===== src/rtl/crcx_pkg.sv =====
// ----------------------------------------------------------------------------
// CRC-16/XMODEM frame appender package
// Shared types, constants and the byte-wide CRC update.
// ----------------------------------------------------------------------------
`default_nettype none

package crcx_pkg;

   localparam int unsigned BYTE_W      = 8;
   localparam int unsigned CRC_W       = 16;
   localparam logic [CRC_W-1:0] CRC_POLY = 16'h1021;

   localparam int unsigned QUEUE_DEPTH = 4;
   localparam int unsigned QUEUE_PTR_W = $clog2(QUEUE_DEPTH);
   localparam int unsigned QUEUE_CNT_W = $clog2(QUEUE_DEPTH + 1);

   typedef struct packed {
      logic [BYTE_W-1:0] data;
      logic              last;
      logic [CRC_W-1:0]  crc;
   } entry_type;

   typedef enum logic [1:0] {
      PHASE_DATA,
      PHASE_CRC_LO,
      PHASE_CRC_HI
   } phase_type;

   function automatic logic [CRC_W-1:0] crc_add_byte(
      input logic [CRC_W-1:0]  crc,
      input logic [BYTE_W-1:0] b
   );
      logic [CRC_W-1:0] c;
      c = crc ^ {b, 8'h00};
      for (int k = 0; k < BYTE_W; k++) begin
         if (c[CRC_W-1]) begin
            c = {c[CRC_W-2:0], 1'b0} ^ CRC_POLY;
         end else begin
            c = {c[CRC_W-2:0], 1'b0};
         end
      end
      return c;
   endfunction

endpackage

`default_nettype wire


===== src/rtl/crcx_front.sv =====
// ----------------------------------------------------------------------------
// CRC-16/XMODEM frame appender front end
// Accepts payload bytes, updates the running CRC and queues each byte with
// its last flag and the CRC that includes it.
// ----------------------------------------------------------------------------
`default_nettype none

module crcx_front (
   input  wire logic                        clock,
   input  wire logic                        reset,
   input  wire logic                        req_valid,
   output logic                             req_stall,
   input  wire logic [7:0]                  req_payload_byte,
   input  wire logic                        req_payload_last,
   input  wire logic                        queue_full,
   output logic                             push_valid,
   output crcx_pkg::entry_type              push_entry
);
   import crcx_pkg::*;

   logic [CRC_W-1:0] crc_ff;
   logic [CRC_W-1:0] crc_in;
   logic [CRC_W-1:0] crc_next;
   logic             accept;

   assign req_stall  = queue_full;
   assign accept     = req_valid && !queue_full;
   assign crc_next   = crc_add_byte(crc_ff, req_payload_byte);
   assign push_valid = accept;

   always_comb begin
      push_entry.data = req_payload_byte;
      push_entry.last = req_payload_last;
      push_entry.crc  = crc_next;
      crc_in          = crc_ff;
      if (accept) begin
         crc_in = req_payload_last ? '0 : crc_next;
      end
   end

   always_ff @(posedge clock) begin
      if (reset) begin
         crc_ff <= '0;
      end else begin
         crc_ff <= crc_in;
      end
   end

endmodule

`default_nettype wire


===== src/rtl/crcx_queue.sv =====
// ----------------------------------------------------------------------------
// CRC-16/XMODEM frame appender queue
// Short first-in first-out queue between the front end and the back end.
// ----------------------------------------------------------------------------
`default_nettype none

module crcx_queue (
   input  wire logic                 clock,
   input  wire logic                 reset,
   input  wire logic                 push_valid,
   input  wire crcx_pkg::entry_type  push_entry,
   output logic                      queue_full,
   output logic                      queue_empty,
   input  wire logic                 pop,
   output crcx_pkg::entry_type       head_entry
);
   import crcx_pkg::*;

   entry_type              slot_ff [QUEUE_DEPTH];
   logic [QUEUE_PTR_W-1:0] wr_ptr_ff;
   logic [QUEUE_PTR_W-1:0] wr_ptr_in;
   logic [QUEUE_PTR_W-1:0] rd_ptr_ff;
   logic [QUEUE_PTR_W-1:0] rd_ptr_in;
   logic [QUEUE_CNT_W-1:0] count_ff;
   logic [QUEUE_CNT_W-1:0] count_in;
   logic                   do_push;
   logic                   do_pop;

   assign queue_full  = (count_ff == QUEUE_CNT_W'(QUEUE_DEPTH));
   assign queue_empty = (count_ff == '0);
   assign do_push     = push_valid && !queue_full;
   assign do_pop      = pop && !queue_empty;
   assign head_entry  = slot_ff[rd_ptr_ff];

   always_comb begin
      wr_ptr_in = wr_ptr_ff;
      rd_ptr_in = rd_ptr_ff;
      count_in  = count_ff;
      if (do_push) begin
         wr_ptr_in = (wr_ptr_ff == QUEUE_PTR_W'(QUEUE_DEPTH - 1)) ? '0 : wr_ptr_ff + 1'b1;
      end
      if (do_pop) begin
         rd_ptr_in = (rd_ptr_ff == QUEUE_PTR_W'(QUEUE_DEPTH - 1)) ? '0 : rd_ptr_ff + 1'b1;
      end
      if (do_push && !do_pop) begin
         count_in = count_ff + 1'b1;
      end else if (do_pop && !do_push) begin
         count_in = count_ff - 1'b1;
      end
   end

   always_ff @(posedge clock) begin
      if (reset) begin
         wr_ptr_ff <= '0;
         rd_ptr_ff <= '0;
         count_ff  <= '0;
      end else begin
         wr_ptr_ff <= wr_ptr_in;
         rd_ptr_ff <= rd_ptr_in;
         count_ff  <= count_in;
      end
   end

   always_ff @(posedge clock) begin
      if (do_push) begin
         slot_ff[wr_ptr_ff] <= push_entry;
      end
   end

endmodule

`default_nettype wire


===== src/rtl/crcx_back.sv =====
// ----------------------------------------------------------------------------
// CRC-16/XMODEM frame appender back end
// Drains the queue into the output register and appends the CRC low and
// high bytes after the last payload byte of each message.
// ----------------------------------------------------------------------------
`default_nettype none

module crcx_back (
   input  wire logic                 clock,
   input  wire logic                 reset,
   input  wire logic                 queue_empty,
   input  wire crcx_pkg::entry_type  head_entry,
   output logic                      pop,
   output logic                      rsp_valid,
   input  wire logic                 rsp_stall,
   output logic [7:0]                rsp_tx_byte,
   output logic                      rsp_frame_end
);
   import crcx_pkg::*;

   phase_type         phase_ff;
   phase_type         phase_in;
   logic              valid_ff;
   logic              valid_in;
   logic [BYTE_W-1:0] byte_ff;
   logic [BYTE_W-1:0] byte_in;
   logic              end_ff;
   logic              end_in;
   logic              load;

   assign load          = !valid_ff || !rsp_stall;
   assign rsp_valid     = valid_ff;
   assign rsp_tx_byte   = byte_ff;
   assign rsp_frame_end = end_ff;

   always_comb begin
      phase_in = phase_ff;
      valid_in = valid_ff;
      byte_in  = byte_ff;
      end_in   = end_ff;
      pop      = 1'b0;
      if (load) begin
         valid_in = 1'b0;
         case (phase_ff)
            PHASE_DATA: begin
               if (!queue_empty) begin
                  valid_in = 1'b1;
                  byte_in  = head_entry.data;
                  end_in   = 1'b0;
                  if (head_entry.last) begin
                     phase_in = PHASE_CRC_LO;
                  end else begin
                     pop = 1'b1;
                  end
               end
            end
            PHASE_CRC_LO: begin
               valid_in = 1'b1;
               byte_in  = head_entry.crc[BYTE_W-1:0];
               end_in   = 1'b0;
               phase_in = PHASE_CRC_HI;
            end
            PHASE_CRC_HI: begin
               valid_in = 1'b1;
               byte_in  = head_entry.crc[CRC_W-1:BYTE_W];
               end_in   = 1'b1;
               pop      = 1'b1;
               phase_in = PHASE_DATA;
            end
            default: begin
               phase_in = PHASE_DATA;
            end
         endcase
      end
   end

   always_ff @(posedge clock) begin
      if (reset) begin
         phase_ff <= PHASE_DATA;
         valid_ff <= 1'b0;
      end else begin
         phase_ff <= phase_in;
         valid_ff <= valid_in;
      end
   end

   always_ff @(posedge clock) begin
      byte_ff <= byte_in;
      end_ff  <= end_in;
   end

endmodule

`default_nettype wire


===== src/rtl/crc16_xmodem_frame_appender_unit.sv =====
// ----------------------------------------------------------------------------
// CRC-16/XMODEM frame appender
// Passes payload bytes through and appends the CRC-16/XMODEM low and high
// bytes after the last byte of each message.
// ----------------------------------------------------------------------------
// The block passes each payload byte through unchanged and follows the byte
// flagged as last with the CRC-16/XMODEM of the message (polynomial 0x1021,
// initial value zero, MSB first, no final XOR), low byte first, with
// rsp_frame_end set on the high byte; the CRC then restarts at zero. The
// front end takes one byte per cycle while its four-entry queue has room,
// and the output register delivers one result per cycle while rsp_stall is
// low, so an ordinary byte yields one result and a last byte three results
// on the output port. A byte is written into a queue slot when it is
// accepted and passes from there into the output register.
// ----------------------------------------------------------------------------
`default_nettype none

module crc16_xmodem_frame_appender_unit (
   input  wire logic       clock,
   input  wire logic       reset,
   input  wire logic       req_valid,
   output logic            req_stall,
   input  wire logic [7:0] req_payload_byte,
   input  wire logic       req_payload_last,
   output logic            rsp_valid,
   input  wire logic       rsp_stall,
   output logic [7:0]      rsp_tx_byte,
   output logic            rsp_frame_end
);
   import crcx_pkg::*;

   logic      queue_full;
   logic      queue_empty;
   logic      push_valid;
   entry_type push_entry;
   entry_type head_entry;
   logic      pop;

   crcx_front u_front (
      .clock            (clock),
      .reset            (reset),
      .req_valid        (req_valid),
      .req_stall        (req_stall),
      .req_payload_byte (req_payload_byte),
      .req_payload_last (req_payload_last),
      .queue_full       (queue_full),
      .push_valid       (push_valid),
      .push_entry       (push_entry)
   );

   crcx_queue u_queue (
      .clock       (clock),
      .reset       (reset),
      .push_valid  (push_valid),
      .push_entry  (push_entry),
      .queue_full  (queue_full),
      .queue_empty (queue_empty),
      .pop         (pop),
      .head_entry  (head_entry)
   );

   crcx_back u_back (
      .clock         (clock),
      .reset         (reset),
      .queue_empty   (queue_empty),
      .head_entry    (head_entry),
      .pop           (pop),
      .rsp_valid     (rsp_valid),
      .rsp_stall     (rsp_stall),
      .rsp_tx_byte   (rsp_tx_byte),
      .rsp_frame_end (rsp_frame_end)
   );

endmodule

`default_nettype wire


===== config.mk =====
export PLATFORM = sky130hd
export DESIGN_NAME = crc16_xmodem_frame_appender_unit
export DESIGN_NICKNAME = d
export VERILOG_FILES = /design/src/rtl/crcx_pkg.sv /design/src/rtl/crcx_front.sv /design/src/rtl/crcx_queue.sv /design/src/rtl/crcx_back.sv /design/src/rtl/crc16_xmodem_frame_appender_unit.sv
export SDC_FILE = /design/constraint.sdc
export NUM_CORES = 1
export LEC_CHECK = 0
export BUFFER_PORTS_ARGS = -buffer_cell sky130_fd_sc_hd__buf_2
export CAP_MARGIN = 0
export CORE_MARGIN = 1.5
export CORE_UTILIZATION = 57
export CTS_BUF_LIST = sky130_fd_sc_hd__clkbuf_4 sky130_fd_sc_hd__clkbuf_8
export DETAILED_ROUTE_END_ITERATION = 8
export PLACE_DENSITY = 0.89
export SLEW_MARGIN = 20
export SYNTH_ARGS = -nofsm -noshare
export SYNTH_HDL_FRONTEND = slang
export SYNTH_SLANG_ARGS = --single-unit

===== constraint.sdc =====
create_clock -name clock -period 2.2 [get_ports clock]
set_input_delay 0.22 -clock clock [delete_from_list [all_inputs] [get_ports clock]]
set_output_delay 0.22 -clock clock [all_outputs]
set_load 0.1 [all_outputs]

---- Word level (Yosys, flattened, before mapping) ----
Memories as Yosys holds them, arrays and structs flattened. A register that Yosys moved wholly into a read port is not among the register bits.
Cells that the tools add are included.
storage, ports and cells
  register bits ........................... 35
  bits in writable memories ............... 100
  bits of input ports ..................... 13
  word-level logic and storage cells ...... 78
  memories kept ........................... 1
memory list
  memory           words  bits a word  read ports  clocked after memory_dff  wr ports  RTL line          text
  u_queue.slot_ff  4      25           1           1                         1         crcx_queue.sv:19  entry_type slot_ff [QUEUE_DEPTH];
cells by class
  add/sub/neg operators ................... 4
  equal/unequal tests ..................... 7
  mux-type cells .......................... 30
  bitwise operators ....................... 9
  reduce and logical (&&, ||, !) cells .... 19
operators with widths
  kind                                                                count
  13-bit two-way mux                                                  8
  3-bit inverter                                                      8
  8-bit one-hot mux with 3 select lines                               1
  16-bit two-way mux                                                  1
  16-bit bitwise XOR                                                  1
  2-bit two-way mux                                                   6
  8-bit two-way mux                                                   1
  1-bit two-way mux                                                   7
  2-bit == test, second input constant                                3
  1-bit zero test                                                     6
  3-bit two-way mux                                                   2
  3-bit AND reduction                                                 2
  1-bit logical AND                                                   5
  2-bit by 1-bit adder with 2-bit output, second input constant       2
  2-bit != test, second input constant                                2
  1-bit one-hot mux with 2 select lines                               2
  2-bit one-hot mux with 2 select lines                               1
  3-bit by 1-bit adder with 3-bit output, second input constant       1
  3-bit == test, second input constant                                1
  3-bit zero test                                                     1
  1-bit one-hot mux with 3 select lines                               1
  3-bit nonzero test                                                  1
  3-bit by 1-bit subtractor with 3-bit output, second input constant  1
  2-bit by 1-bit == test with 1-bit output, second input constant     1
  4 further kinds                                                     4

---- Logic depth before layout (Yosys ltp) ----
  depth after elaboration ................. 18
  gate-level depth with buffers ........... 10
  mapped depth without buffers ............ 10

---- Modules after synthesis ----
A second synthesis with hierarchy kept.
second synthesis, totals
  cells, all modules ...................... 327
  area, all modules ....................... 5672.9 um^2
by module, submodules not included
  module      instances  cells an instance  area an instance (um^2)  seq. area each (um^2)
  crcx_queue  1          181                4097.7                   3183.1
  crcx_front  1          81                 873.3                    320.3
  crcx_back   1          65                 701.9                    330.3

---- Least setup slack after synthesis ----
Ideal clock, no wire load.
  path kind ............................... register to register
  start point ............................. reg u_queue.count_ff[0]
  end point ............................... reg u_queue.count_ff[2]
  library setup time ...................... 70 ps
  data arrival time ....................... 2945 ps
  required time ........................... 2130 ps
  slack ................................... -816 ps
  stages on the path, launching flop included .. 10
  cells stage by stage .................... dfxtp_1 nor3b_2 nand2b_1 inv_1 ha_1 inv_1 fa_1 xor2_1 or3_1 a21oi_1
on the way
  elaborated cells on any way between the ends .. 19
  those cells by class .................... add/sub (2); eq/ne (1); mux (5); reduce/logical (11)
RTL lines
  what                          RTL line                                text
  start, declared               crcx_queue.sv:24                        logic [QUEUE_CNT_W-1:0] count_ff;
  start signal, assigned        crcx_queue.sv:60                        count_ff <= count_in;
  3-bit == test *               crcx_queue.sv:29                        assign queue_full = (count_ff == QUEUE_CNT_W'(QUEUE_DEPTH));
  named net req_stall           crc16_xmodem_frame_appender_unit.sv:22  output logic req_stall,
  1-bit zero test *             crcx_front.sv:27                        assign accept = req_valid && !queue_full;
  1-bit logical AND *           crcx_front.sv:27
  named net push_valid          crc16_xmodem_frame_appender_unit.sv:34  logic push_valid;
  1-bit logical AND *           crcx_queue.sv:31                        assign do_push = push_valid && !queue_full;
  1-bit zero test               crcx_queue.sv:47                        end else if (do_pop && !do_push) begin
  1-bit logical AND             crcx_queue.sv:47
  2-bit nonzero test (no line)  n/a
Mark *: on every way through the listed nets, which the timed path passes. The rest lies on a longest branch. The select of a mux whose other input is x is not followed.
A chain may end at the register's enable or synchronous reset.

==> results.cfg <==
[run_status]
status = completed

[yosys]
yosysUniqueCellTypes = 36
synth_common_cells = 109 x edfxtp_1, 28 x dfxtp_1, 23 x mux4_2, 21 x nor2_1, 16 x a21oi_1
ys_seq_elements = 137
synth_compound_area_frac = 0.0572
yosysTopAreaCellShare = 0.598
async_reset_ff_frac = 0
synth-edff-count = 109
yosys_most_used_dff = edfxtp_1
synth_top_cell_by_area = edfxtp_1
synth_area_leaders = edfxtp_1 60%, dfxtp_1 10%, mux4_2 9.5%, ha_1 2.5%, xnor2_1 2.2%
synth-adder-area-share = 0.0288
yosys_warnings = 0
synth-xor-area-share = 0.0430
syn_inst = 313
netlist_area_um2 = 5470
syn_avg_cell_area_um2 = 17.5
synth_seq_area_share = 0.701
syn_nets = 338
synth_top_family_by_area = multiplexers
synth_mux_area_frac = 0.113
synthSimpleGateAreaFrac = 0.0407
synth_most_common_cell = edfxtp_1

[timing]
whs_ns = 0.0269
tightest_slew_ns = 1.14
max_clock_freq_mhz = 457
min_period_ns = 2.19
rsz0062_at_grt = yes
slew_headroom = 0.237
setup_violations = 0
fin_ws_ns = 0.0124
drv_slew = 0
finalHoldViolCount = 0
period_share = 0.994
fin_setup_tns_ns = 0
finClkSkew_ns = 0.0122

[clock_network]
cts_buffers = 17
clk_latency_ns = 0.44
hold_buffers = 0
path_clk_slew_ns = 0.08
cts_root_buf = clkbuf_8
cts_tree = yes
ctsLongestPathBuffers = 2
clock_sinks = 137
htreeDepth = 4

[worst_setup_path]
start_kind = register
critPathArrivalTime_ns = 2.57
crit_path_max_fanout = 2
worst-setup-path-type = register to register
crit_path_end_kind = register
crit_chain = mux4_2 > nor2b_4 > o211ai_4 > ha_4 > inv_2 > fa_2 > xor2_1 > or3_1 > a21oi_2
critPathMaxStageDelay_ns = 0.38
critPathSlowestCell = mux4_2
critPathRequiredTime_ns = 2.58

[power_and_ir_drop]
p_clk_frac = 0.223
comb_power_share = 0.360
swShare = 0.369
switching_power_mw = 3.21
pwr-share-seq = 0.417
leakagePower_nw = 2.20
p_int_mw = 5.50
p_per_area_nw_per_um2 = 1380
ir_drop_mv = 0.564

[final_layout]
num_antenna_cells = 0
syn_to_final_growth_pct = 15.5
drive_gt1_frac = 0.328
final_nets = 390
final_cells = 507

[placed_design]
dp.cells = 472
dpl_worst_slack_ns = -0.0721
gp_congestion = 0.770
io_buffers = 23
dp_hpwl_um = 6510

[global_route]
grtUsageMet2 = 0.397
grt_pass1_wl_um = 16400
use_met1 = 0.263
grt_max_degree = 26
grt_pass1_vias = 3079
antenna_found_initial = 0
grt_use_met3 = 0.0652
top_usage_layer = met2
grtUsageTotal = 0.229
overflow = 0

[hold_path]
worstHoldPathType = input pin to register

[drt]
drt_iter0_drc = 224
routed_wl_um = 10700
drc = 0
ant_nets = 0
via_per_inst = 5.73
via_count = 2905
routedWlPerCell_um = 21.1
dr.pass1.iters = 5

[floorplan]
die_height_um = 101
dieArea_um2 = 10200
core_region_area_um2 = 9280
ios = 24
num_rows = 35
dieWidth_um = 101
start_util = 0.589

[flow_run]
maxCapViolations = 0
[routing by layer]
layer  vias up  share of wire  wire length, um
li1       1315              -                -
met1      1433           0.37             3900
met2       141           0.55             5830
met3        16          0.072              768
met4         0          0.016              174
met5         -              0                0
[metrics by stage]
| step | utilization | area, um2 | total power, mW |
|---|---|---|---|
| 2_1_floorplan | - | 5510 | 5.97 |
| 5_1_grt | 0.680 | 6310 | 9.10 |
| 3_3_place_gp | 0.636 | 5900 | 6.59 |
| 4_1_cts | 0.680 | 6310 | 8.74 |
| 3_5_place_dp | 0.636 | 5900 | 6.75 |
| 6_report | 0.680 | 6310 | 8.71 |
[final cells by class]
class                           count  area [um2]
Fill cell                         586        2970
Clock inverter                     14         138
Inverter                            7        28.8
Timing Repair Buffer               47         320
Tap cell                          129         161
Multi-Input combinational cell    155        1580
Clock buffer                       18         241
Sequential cell                   137        3840
[path summary, 6_finish.rpt]
kind / from / end / slack, ns / cells after the start
hold reg to reg: u_front.crc_ff[4] / u_front.crc_ff[4] / 0.49 / 2
hold / removal: req_payload_byte[7] / u_queue.slot_ff[1][24] / 0.03 / 1
setup reg to reg: register / u_queue.count_ff[2] / 0.01 / 9
setup / recovery: register / u_queue.count_ff[2] / 0.01 / 9
[cell families after synthesis]
| family | Yosys count |
|---|---|
| flops | 137 |
| compound gates | 44 |
| simple gates | 44 |
| mux | 29 |
| xor+xnor | 26 |
| buf+inv | 21 |
| fa+ha+maj | 12 |
[registers in the layout (all words and copies together), names as in the netlist, named ones only]
register,flops
u_back.phase_ff,2
u_back.rsp_frame_end,1
u_back.rsp_tx_byte,8
u_back.rsp_valid,1
u_front.crc_ff,16
u_queue.count_ff,3
u_queue.rd_ptr_ff,2
u_queue.slot_ff,100
u_queue.wr_ptr_ff,2
[placed cells by master, fill, tap and decap left out, types with 6 or more instances in the layout]
cell type / netlist / routed
a21oi_1: 16 / 15
a22o_1: 8 / 8
a22oi_1: 15 / 15
buf_2: 2 / 23
buf_4: 0 / 22
clkbuf_8: 0 / 17
dfxtp_1: 28 / 22
dfxtp_2: 0 / 6
edfxtp_1: 109 / 109
ha_1: 11 / 9
mux4_2: 23 / 23
nor2_1: 21 / 21
xnor2_1: 14 / 14
xor2_1: 11 / 11
[power by group through the flow]
stage	combinational, mW	clock (mW)	sequential (mW)
6_report	3.14	1.94	3.63
5_1_grt	3.37	2.06	3.67
4_1_cts	3.14	1.96	3.63
3_5_place_dp	3.06	0	3.69
3_3_place_gp	2.94	0	3.65
2_1_floorplan	1.62	0	4.35
[critical path, delay by kind of cell (launching register included)]
family	cells	cell delay [ns]
and+or+nand+nor	2	0.39
muxes	1	0.38
adders and majority gates	2	0.51
AOI/OAI and AO/OA	2	0.33
DFF	1	0.33
buffers and inverters	1	0.04
xor gates and xnor gates	1	0.15
[what timing repair did]
item | 4_1_cts | 5_1_grt
buffers inserted | 3 | 0
endpoints found under the setup margin | 1 | 2
pin swaps | 4 | 3
resized for setup | 3 | 2
No activity file was read; power rests on OpenSTA's default activity.
